## config.mk

```make
export PLATFORM = sky130hd
export DESIGN_NAME = led_matrix_framebuffer_refresh_flat
export DESIGN_NICKNAME = d
export VERILOG_FILES = /design/src/rtl/lmfr_pkg.sv /design/src/rtl/lmfr_op_if.sv /design/src/rtl/lmfr_grp_if.sv /design/src/rtl/lmfr_ctrl.sv /design/src/rtl/lmfr_datapath.sv /design/src/rtl/led_matrix_framebuffer_refresh.sv /design/src/flat_wrapper.sv
export SDC_FILE = /design/constraint.sdc
export NUM_CORES = 2
export LEC_CHECK = 0
export CAP_MARGIN = 20
export CELL_PAD_IN_SITES_DETAIL_PLACEMENT = 1
export CELL_PAD_IN_SITES_GLOBAL_PLACEMENT = 2
export CORE_ASPECT_RATIO = 0.7
export CORE_MARGIN = 2
export CORE_UTILIZATION = 48
export DETAILED_ROUTE_END_ITERATION = 12
export DONT_BUFFER_PORTS = 1
export PLACE_DENSITY_LB_ADDON = 0.1
export SLEW_MARGIN = 10
export SYNTH_ARGS = -nofsm -noshare
export SYNTH_HDL_FRONTEND = slang
export SYNTH_SLANG_ARGS = --single-unit
```

## constraint.sdc

```tcl
create_clock -name clk -period 9.2 [get_ports clk]
set_input_delay 0.92 -clock clk [delete_from_list [all_inputs] [get_ports clk]]
set_output_delay 0.92 -clock clk [all_outputs]
set_load 0.1 [all_outputs]
```

## src/rtl/lmfr_pkg.sv

```systemverilog
`timescale 1ns / 1ps

package lmfr_pkg;

  // Panel geometry defaults and limits
  localparam int MODULES_DEF    = 16;
  localparam int MODULES_MAX    = 32;
  localparam int PANEL_SIDE_DEF = 32;
  localparam int ROWS           = 8;
  localparam int ROW_W          = $clog2(ROWS);
  localparam int GRP_W          = $clog2((MODULES_MAX + 7) / 8);

  // Driver register addresses and limits
  localparam logic [3:0] DIGIT_BASE    = 4'd1;
  localparam logic [3:0] INTENSITY_REG = 4'd10;
  localparam logic [7:0] MAX_BRIGHT    = 8'd15;

  // Operation codes
  typedef enum logic [2:0] {
    FN_PIXEL  = 3'd0,
    FN_CLEAR  = 3'd1,
    FN_SHOW   = 3'd2,
    FN_BRIGHT = 3'd3,
    FN_RAW    = 3'd4
  } func_t;

  // Controller to datapath commands
  typedef struct packed {
    logic             pix_write;
    logic             clear;
    logic             latch_cmd;
    logic             bright;
    logic             rd_en;
    logic             load_mem;
    logic             load_bcast;
    logic [ROW_W-1:0] row;
    logic [GRP_W-1:0] grp;
    logic             frame_end;
    logic             last;
  } lmfr_cmd_t;

  // Datapath to controller status
  typedef struct packed {
    logic out_free;
  } lmfr_stat_t;

endpackage

```

## src/rtl/lmfr_op_if.sv

```systemverilog
`timescale 1ns / 1ps

interface lmfr_op_if;
  logic       valid;
  logic       ready;
  logic [2:0] func;
  logic [7:0] x;
  logic [7:0] y;
  logic       color;
  logic [3:0] cmd_address;
  logic [7:0] cmd_data;

  modport source (output valid, func, x, y, color, cmd_address, cmd_data, input ready);
  modport sink (input valid, func, x, y, color, cmd_address, cmd_data, output ready);
endinterface

```

## src/rtl/lmfr_grp_if.sv

```systemverilog
`timescale 1ns / 1ps

interface lmfr_grp_if;
  logic        valid;
  logic        ready;
  logic [3:0]  reg_address;
  logic [63:0] payload;
  logic        group_index;
  logic        frame_end;
  logic        last;

  modport source (output valid, reg_address, payload, group_index, frame_end, last,
                  input ready);
  modport sink (input valid, reg_address, payload, group_index, frame_end, last,
                output ready);
endinterface

```

## src/rtl/lmfr_ctrl.sv

```systemverilog
`timescale 1ns / 1ps

module lmfr_ctrl import lmfr_pkg::*; #(
  parameter int MODULES = MODULES_DEF
) (
  input  logic       clk,
  input  logic       rst,
  input  logic       in_valid,
  input  logic [2:0] in_func,
  output logic       in_ready,
  input  lmfr_stat_t stat,
  output lmfr_cmd_t  cmd
);

  localparam int GROUPS = (MODULES + 7) / 8;

  typedef enum logic [3:0] {
    S_IDLE  = 4'b0001,
    S_READ  = 4'b0010,
    S_LOAD  = 4'b0100,
    S_BCAST = 4'b1000
  } state_t;

  state_t           state, state_next;
  logic [ROW_W-1:0] row, row_next;
  logic [GRP_W-1:0] grp, grp_next;
  logic             grp_end;
  logic             row_end;

  assign grp_end  = (grp == GRP_W'(GROUPS - 1));
  assign row_end  = (row == ROW_W'(ROWS - 1));
  assign in_ready = (state == S_IDLE);

  // Decode operations and step through rows and groups
  always_comb begin
    state_next    = state;
    row_next      = row;
    grp_next      = grp;
    cmd           = '0;
    cmd.row       = row;
    cmd.grp       = grp;
    cmd.frame_end = grp_end;
    cmd.last      = grp_end && ((state == S_BCAST) || row_end);
    case (state)
      S_IDLE: begin
        if (in_valid) begin
          case (func_t'(in_func))
            FN_PIXEL: cmd.pix_write = 1'b1;
            FN_CLEAR: cmd.clear = 1'b1;
            FN_SHOW: begin
              row_next   = '0;
              grp_next   = '0;
              state_next = S_READ;
            end
            FN_BRIGHT, FN_RAW: begin
              cmd.latch_cmd = 1'b1;
              cmd.bright    = (func_t'(in_func) == FN_BRIGHT);
              grp_next      = '0;
              state_next    = S_BCAST;
            end
            default: ;
          endcase
        end
      end
      S_READ: begin
        cmd.rd_en  = 1'b1;
        state_next = S_LOAD;
      end
      S_LOAD: begin
        if (stat.out_free) begin
          cmd.load_mem = 1'b1;
          if (grp_end) begin
            grp_next = '0;
            if (row_end) begin
              state_next = S_IDLE;
            end else begin
              row_next   = row + ROW_W'(1);
              state_next = S_READ;
            end
          end else begin
            grp_next   = grp + GRP_W'(1);
            state_next = S_READ;
          end
        end
      end
      S_BCAST: begin
        if (stat.out_free) begin
          cmd.load_bcast = 1'b1;
          if (grp_end) begin
            grp_next   = '0;
            state_next = S_IDLE;
          end else begin
            grp_next = grp + GRP_W'(1);
          end
        end
      end
      default: state_next = S_IDLE;
    endcase
  end

  // Hold state and counters
  always_ff @(posedge clk) begin
    if (rst) begin
      state <= S_IDLE;
      row   <= '0;
      grp   <= '0;
    end else begin
      state <= state_next;
      row   <= row_next;
      grp   <= grp_next;
    end
  end

endmodule

```

## src/rtl/lmfr_datapath.sv

```systemverilog
`timescale 1ns / 1ps

module lmfr_datapath import lmfr_pkg::*; #(
  parameter int MODULES    = MODULES_DEF,
  parameter int PANEL_SIDE = PANEL_SIDE_DEF
) (
  input  logic       clk,
  input  logic       rst,
  input  logic [7:0] x,
  input  logic [7:0] y,
  input  logic       color,
  input  logic [3:0] cmd_address,
  input  logic [7:0] cmd_data,
  input  lmfr_cmd_t  cmd,
  output lmfr_stat_t stat,
  lmfr_grp_if.source rsp
);

  localparam int GROUPS = (MODULES + 7) / 8;
  localparam int DEPTH  = ROWS * GROUPS;
  localparam int AW     = $clog2(DEPTH);
  localparam int TX_W   = $clog2(((PANEL_SIDE + 7) / 8) * PANEL_SIDE);

  // One 64-bit word per row and group of eight modules
  logic [63:0]     mem [DEPTH];
  logic [DEPTH-1:0] valid;

  logic [TX_W-1:0] tx;
  logic [2:0]      ty;
  logic            pix_ok;
  logic            pix_we;
  logic [AW-1:0]   waddr;
  logic [5:0]      wbit;
  logic [AW-1:0]   raddr;
  logic [63:0]     rd_word;
  logic            rd_ok;

  logic [3:0]      bc_addr;
  logic [7:0]      bc_byte;
  logic [63:0]     bc_word;

  logic            out_valid;
  logic [3:0]      out_addr;
  logic [63:0]     out_payload;
  logic            out_grp;
  logic            out_fend;
  logic            out_last;

  // Map panel coordinates to word address and bit; module byte b of a group
  // sits at bits 63-8b down, so the word bit is 63 minus tx mod 64
  assign tx     = TX_W'(32'(x[7:3]) * PANEL_SIDE + PANEL_SIDE - 1 - 32'(y));
  assign ty     = ~x[2:0];
  assign pix_ok = (x < 8'(PANEL_SIDE)) && (y < 8'(PANEL_SIDE))
                  && (32'(tx) < MODULES * 8);
  assign pix_we = cmd.pix_write && pix_ok;
  assign waddr  = AW'(32'(ty) * GROUPS + (32'(tx) >> 6));
  assign wbit   = 6'(63 - (32'(tx) & 63));
  assign raddr  = AW'(32'(cmd.row) * GROUPS + 32'(cmd.grp));

  // Write one bit into a live word, or a fresh word into a cleared one
  always_ff @(posedge clk) begin
    if (pix_we) begin
      if (valid[waddr]) begin
        mem[waddr][wbit] <= color;
      end else begin
        mem[waddr] <= {63'd0, color} << wbit;
      end
    end
  end

  // Register the read word and whether it holds data
  always_ff @(posedge clk) begin
    if (cmd.rd_en) begin
      rd_word <= mem[raddr];
      rd_ok   <= valid[raddr];
    end
  end

  // Clear the valid bits of all words at once on reset or clear
  always_ff @(posedge clk) begin
    if (rst || cmd.clear) begin
      valid <= '0;
    end else if (pix_we) begin
      valid[waddr] <= 1'b1;
    end
  end

  // Latch the broadcast register and byte, clamping brightness
  always_ff @(posedge clk) begin
    if (cmd.latch_cmd) begin
      if (cmd.bright) begin
        bc_addr <= INTENSITY_REG;
        bc_byte <= (cmd_data > MAX_BRIGHT) ? MAX_BRIGHT : cmd_data;
      end else begin
        bc_addr <= cmd_address;
        bc_byte <= cmd_data;
      end
    end
  end

  // Fill lanes that map to a real module, zero the rest
  always_comb begin
    for (int b = 0; b < 8; b++) begin
      bc_word[63 - 8 * b -: 8] = ((32'(cmd.grp) * 8 + b) < MODULES) ? bc_byte : 8'h00;
    end
  end

  // Output register: load a group, drop valid on transfer
  always_ff @(posedge clk) begin
    if (rst) begin
      out_valid <= 1'b0;
    end else if (cmd.load_mem || cmd.load_bcast) begin
      out_valid <= 1'b1;
    end else if (rsp.ready) begin
      out_valid <= 1'b0;
    end
  end

  always_ff @(posedge clk) begin
    if (cmd.load_mem) begin
      out_addr    <= DIGIT_BASE + 4'(cmd.row);
      out_payload <= rd_ok ? rd_word : 64'd0;
    end else if (cmd.load_bcast) begin
      out_addr    <= bc_addr;
      out_payload <= bc_word;
    end
    if (cmd.load_mem || cmd.load_bcast) begin
      out_grp  <= cmd.grp[0];
      out_fend <= cmd.frame_end;
      out_last <= cmd.last;
    end
  end

  assign stat.out_free   = !out_valid || rsp.ready;
  assign rsp.valid       = out_valid;
  assign rsp.reg_address = out_addr;
  assign rsp.payload     = out_payload;
  assign rsp.group_index = out_grp;
  assign rsp.frame_end   = out_fend;
  assign rsp.last        = out_last;

endmodule

```

## src/rtl/led_matrix_framebuffer_refresh.sv

```systemverilog
`timescale 1ns / 1ps
// Channel  Dir  Carries
// req      in   func, x, y, color, cmd_address, cmd_data (one operation)
// rsp      out  reg_address, payload, group_index, frame_end, last (one group)
//
// Pixel write, clear and unused codes are handled in S_IDLE and can be taken back to back.
// Show steps through every row and group, reading each word, then loading
// it into the output register; the load waits while the output is stalled.
// Broadcasts load one group per cycle while the output is not stalled.
// Reset clears the per-word valid bits all at once; no clearing pass.
// A stalled result holds the output register; the next operation is taken
// while the last result of the previous one still waits.

module led_matrix_framebuffer_refresh import lmfr_pkg::*; #(
  parameter int MODULES    = MODULES_DEF,
  parameter int PANEL_SIDE = PANEL_SIDE_DEF
) (
  input  logic     clk,
  input  logic     rst,
  lmfr_op_if.sink  req,
  lmfr_grp_if.source rsp
);

  lmfr_cmd_t  cmd;
  lmfr_stat_t stat;
  logic       ctrl_ready;

  assign req.ready = ctrl_ready;

  lmfr_ctrl #(
    .MODULES (MODULES)
  ) u_ctrl (
    .clk      (clk),
    .rst      (rst),
    .in_valid (req.valid),
    .in_func  (req.func),
    .in_ready (ctrl_ready),
    .stat     (stat),
    .cmd      (cmd)
  );

  lmfr_datapath #(
    .MODULES    (MODULES),
    .PANEL_SIDE (PANEL_SIDE)
  ) u_datapath (
    .clk         (clk),
    .rst         (rst),
    .x           (req.x),
    .y           (req.y),
    .color       (req.color),
    .cmd_address (req.cmd_address),
    .cmd_data    (req.cmd_data),
    .cmd         (cmd),
    .stat        (stat),
    .rsp         (rsp)
  );

endmodule

```

## src/flat_wrapper.sv

```systemverilog
// flat-port wrapper written by rule: the top's interface ports become plain ports
module led_matrix_framebuffer_refresh_flat import lmfr_pkg::*;
#(
  parameter int MODULES    = MODULES_DEF,
  parameter int PANEL_SIDE = PANEL_SIDE_DEF
)
  (clk, rst, req_valid, req_func, req_x, req_y, req_color, req_cmd_address, req_cmd_data, req_ready, rsp_valid, rsp_reg_address, rsp_payload, rsp_group_index, rsp_frame_end, rsp_last, rsp_ready);
  lmfr_op_if req_i ();
  lmfr_grp_if rsp_i ();
  input  logic clk;
  input  logic rst;
  input wire logic [$bits(req_i.valid)-1:0] req_valid;
  input wire logic [$bits(req_i.func)-1:0] req_func;
  input wire logic [$bits(req_i.x)-1:0] req_x;
  input wire logic [$bits(req_i.y)-1:0] req_y;
  input wire logic [$bits(req_i.color)-1:0] req_color;
  input wire logic [$bits(req_i.cmd_address)-1:0] req_cmd_address;
  input wire logic [$bits(req_i.cmd_data)-1:0] req_cmd_data;
  output wire logic [$bits(req_i.ready)-1:0] req_ready;
  output wire logic [$bits(rsp_i.valid)-1:0] rsp_valid;
  output wire logic [$bits(rsp_i.reg_address)-1:0] rsp_reg_address;
  output wire logic [$bits(rsp_i.payload)-1:0] rsp_payload;
  output wire logic [$bits(rsp_i.group_index)-1:0] rsp_group_index;
  output wire logic [$bits(rsp_i.frame_end)-1:0] rsp_frame_end;
  output wire logic [$bits(rsp_i.last)-1:0] rsp_last;
  input wire logic [$bits(rsp_i.ready)-1:0] rsp_ready;
  assign req_i.valid = req_valid;
  assign req_i.func = req_func;
  assign req_i.x = req_x;
  assign req_i.y = req_y;
  assign req_i.color = req_color;
  assign req_i.cmd_address = req_cmd_address;
  assign req_i.cmd_data = req_cmd_data;
  assign req_ready = req_i.ready;
  assign rsp_valid = rsp_i.valid;
  assign rsp_reg_address = rsp_i.reg_address;
  assign rsp_payload = rsp_i.payload;
  assign rsp_group_index = rsp_i.group_index;
  assign rsp_frame_end = rsp_i.frame_end;
  assign rsp_last = rsp_i.last;
  assign rsp_i.ready = rsp_ready;
  led_matrix_framebuffer_refresh #(.MODULES(MODULES), .PANEL_SIDE(PANEL_SIDE)) u_core (.clk(clk), .rst(rst), .req(req_i), .rsp(rsp_i));
endmodule
```

==> results.cfg <==
[status]
outcome = completed

[cts]
h-tree-depth = 3
clock_insertion_delay_worst_skew_ps = 740
cts_resized = 0
clock_tree_from_tritoncts = done
clkSlewWorstSetupHoldPaths_ps = 60
numCtsBuffers = 120
root_buffer_master = sky130_fd_sc_hd__clkbuf_16
max-clock-path-buffers = 3
cts_setup_buffers = 0
clock_sinks = 1198
holdBufCountCts = 0

[global_routing]
number_of_antenna_violations_at_the_first_check_in_global_routing = 7
grt_start_max_net_pins = 228
gr-total-overflow = 0
grt.total_usage = 0.2770
grt_pass1_vias = 31670
wire_length_of_the_first_global_routing_pass_um = 223400

[logic_synthesis]
synth_top_area_frac = 0.6724
yosysSeqAreaShare = 0.6824
synth_nets = 3386
synth_ff_type = sky130_fd_sc_hd__edfxtp_1
post_synth_num_cell_types = 44
synthTopCellsByArea = sky130_fd_sc_hd__edfxtp_1 67%, sky130_fd_sc_hd__mux4_2 14%, sky130_fd_sc_hd__a21oi_1 9.9%, sky130_fd_sc_hd__clkbuf_1 2.0%, sky130_fd_sc_hd__a21boi_0 1.1%
post_synth.cell_area_avg_sq_um = 15.65
ys_warn_count = 0
synth_most_common_cell = sky130_fd_sc_hd__edfxtp_1
count_of_flip_flops_with_a_built_in_enable_after_synthesis = 1172
synthArstFlopShare = 0
mappedNetlistArea_sq_um = 52340
synth_largest_area_cell = sky130_fd_sc_hd__edfxtp_1
netlist_instances = 3345
synth.top_cells.by_count = 1,172 x sky130_fd_sc_hd__edfxtp_1, 1,036 x sky130_fd_sc_hd__a21oi_1, 326 x sky130_fd_sc_hd__mux4_2
synth_seq_cells = 1198

[routing]
drc = 0
drt_first_iter_violations = 3400
wl_um = 154700
detail_route.wl_per_cell_um = 32.70
detailroute.via_count = 31000
detailedRoute.firstPassIterationCount = 6
route.antenna.remaining_nets = 0
via_to_cell_ratio = 6.553

[sta]
final-hold-violation-count = 0
fin_tns_setup_ps = 0
finalCriticalPeriod_ps = 4545
timing.hold.ws_ps = 257.5
grt_setup_unrepaired = false
relative_max_transition_margin = 0.1705
fmax_ghz = 0.2200
post_route_skew_ps = 18.37
slew_viol_final = 0
slew_at_the_pin_with_the_worst_max_slew_slack_ps = 1244
report.final.setup_viol = 0
period_share = 0.4940

[worst_hold_path]
hp-class = in -> reg

[floorplan]
chipHeight_um = 280.3
die_w_um = 398.7
fp.dieArea_sq_um = 111700
rows = 101
boundaryPins = 109
core_area_sq_um = 108300
initial_utilization = 0.4833

[pwr]
p_per_area_nw_per_um2 = 199.3
ir_drop_uv = 149.8
static-leakage-power_nw = 18.03
fin_total_pwr_mw = 11.46

[place]
gpl.final_weighted_congestion = 0.7713
portBuffers = 0
detailed_place_hpwl_um = 79470

[worst_setup_path]
worstSetupPathType = in -> reg
cp_data_arrival_time_ps = 5010
critical_path_peak_fanout = 45
required_ps = 9670
end_kind = flip-flop
kind_of_start_point_of_the_critical_path = primary input

[layout]
flow.area_growth_from_synthesis_pct = 9.866
fillCellCount = 9965
share_of_layout_cells_above_drive_strength_1 = 0.2010
number_of_nets_in_the_layout = 3225

[job]
maxCapViolations = 0
-- layout make-up --
class                   count  area, sq um  area share
multi-input cells        1715        15060      0.2619
repair buffers            129         1080     0.01878
flip-flops and latches   1198        35720      0.6212
clock buffers             150         3176     0.05523
inverters                  20        75.07    0.001306
diodes                      5        12.51   0.0002176
clock inverters            71        578.1     0.01005
well taps                1442         1804     0.03138
-- stage by stage --
step / utilization / area (sq um) / worst slack [ps] / cells
finish: 0.5309 / 57500 / 4655 / 4730
global route: 0.5308 / 57490 / 4544 / 4725
CTS: 0.5304 / 57440 / 4770 / 4721
detailed placement: 0.4957 / 53690 / 3986 / 4500
global placement: 0.4948 / 53590 / 4080 / 4483
floorplan: - / 52340 / 1234 / 3345
-- critical path: stages --
cell,delay [ps]
sky130_fd_sc_hd__inv_1,20
sky130_fd_sc_hd__ha_1,180
sky130_fd_sc_hd__xnor3_1,650
sky130_fd_sc_hd__mux4_2,400
sky130_fd_sc_hd__nor3_1,390
sky130_fd_sc_hd__o41a_2,700
sky130_fd_sc_hd__buf_4,820
sky130_fd_sc_hd__a21boi_0,530
sky130_fd_sc_hd__buf_2,310
-- power breakdown --
group / switching, mW / total, mW / internal [mW] / leakage (nW)
Combinational: 0.424 / 0.591 / 0.167 / 5.45
Clock: 2.12 / 4.77 / 2.66 / 1.84
Sequential: 0.0742 / 6.09 / 6.02 / 10.7
-- cell families (layout without fill, tap and decap cells) --
logic type	count (synthesis)	after routing	synth area share
AO/OA/AOI/OAI	1194	1194	0.1216
buffers and inverters	432	370	0.03493
XOR/XNOR	3	3	0.0007650
adder cells (fa/ha/maj)	5	5	0.001195
multiplexers	335	335	0.1421
AND/OR/NAND/NOR	178	178	0.01707
other	0	5	0
flip-flops	1198	1198	0.6824
-- registers in the layout (all words and copies together), names as in the netlist --
signal / flops
u_core.u_datapath.rsp.valid: 1
u_core.u_datapath.rsp.payload: 64
u_core.u_datapath.rsp.group_index: 1
u_core.u_datapath.bc_byte: 8
u_core.u_datapath.rd_word: 64
u_core.u_datapath.rsp.reg_address: 4
u_core.u_ctrl.row: 3
u_core.u_datapath.rsp.frame_end: 1
u_core.u_ctrl.state: 4
u_core.u_datapath.valid: 16
u_core.u_datapath.mem: 1024
u_core.u_ctrl.grp: 2
u_core.u_datapath.rd_ok: 1
u_core.u_datapath.rsp.last: 1
u_core.u_datapath.bc_addr: 4
-- placed cells by master, fill, tap and decap left out, types with 5 or more instances in the layout --
cell type / instances
sky130_fd_sc_hd__a21boi_0: 71
sky130_fd_sc_hd__nand3_4: 12
sky130_fd_sc_hd__nand4_1: 5
sky130_fd_sc_hd__and2_1: 14
sky130_fd_sc_hd__a21o_1: 64
sky130_fd_sc_hd__diode_2: 5
sky130_fd_sc_hd__edfxtp_1: 1172
sky130_fd_sc_hd__nor2_1: 15
sky130_fd_sc_hd__inv_1: 20
sky130_fd_sc_hd__inv_6: 6
sky130_fd_sc_hd__nand2b_1: 6
sky130_fd_sc_hd__buf_4: 105
sky130_fd_sc_hd__and3b_1: 5
sky130_fd_sc_hd__clkinv_1: 30
sky130_fd_sc_hd__clkbuf_1: 24
sky130_fd_sc_hd__mux2i_1: 7
sky130_fd_sc_hd__buf_2: 13
sky130_fd_sc_hd__dfxtp_1: 25
sky130_fd_sc_hd__clkbuf_16: 120
sky130_fd_sc_hd__buf_12: 8
sky130_fd_sc_hd__bufinv_16: 8
sky130_fd_sc_hd__a21oi_1: 1036
sky130_fd_sc_hd__mux4_2: 326
sky130_fd_sc_hd__nand2_1: 77
sky130_fd_sc_hd__clkinv_2: 21
sky130_fd_sc_hd__nand3_1: 5
sky130_fd_sc_hd__a21boi_1: 9
sky130_fd_sc_hd__clkbuf_8: 6
-- routing by layer --
layer  track usage  part of all wire  vias up
li1              -                 -    12960
met2        0.4420              0.48     1196
met1        0.4021              0.43    16640
met4       0.06676             0.020        0
met3       0.04402             0.072      200
met5             0                 0        -
-- final timing paths --
kind,start,to,slack (ps),cells after the start
setup / recovery,req_x[3],u_core.u_datapath.mem[13][43],4660,9
hold / removal,rst,u_core.u_ctrl.row[2],260,1
setup reg to reg,u_core.u_ctrl.state[0],u_core.u_datapath.mem[13][43],5000,8
hold reg to reg,u_core.u_datapath.valid[15],u_core.u_datapath.valid[15],480,2
Note: power is estimated with default switching activity, not from simulation.
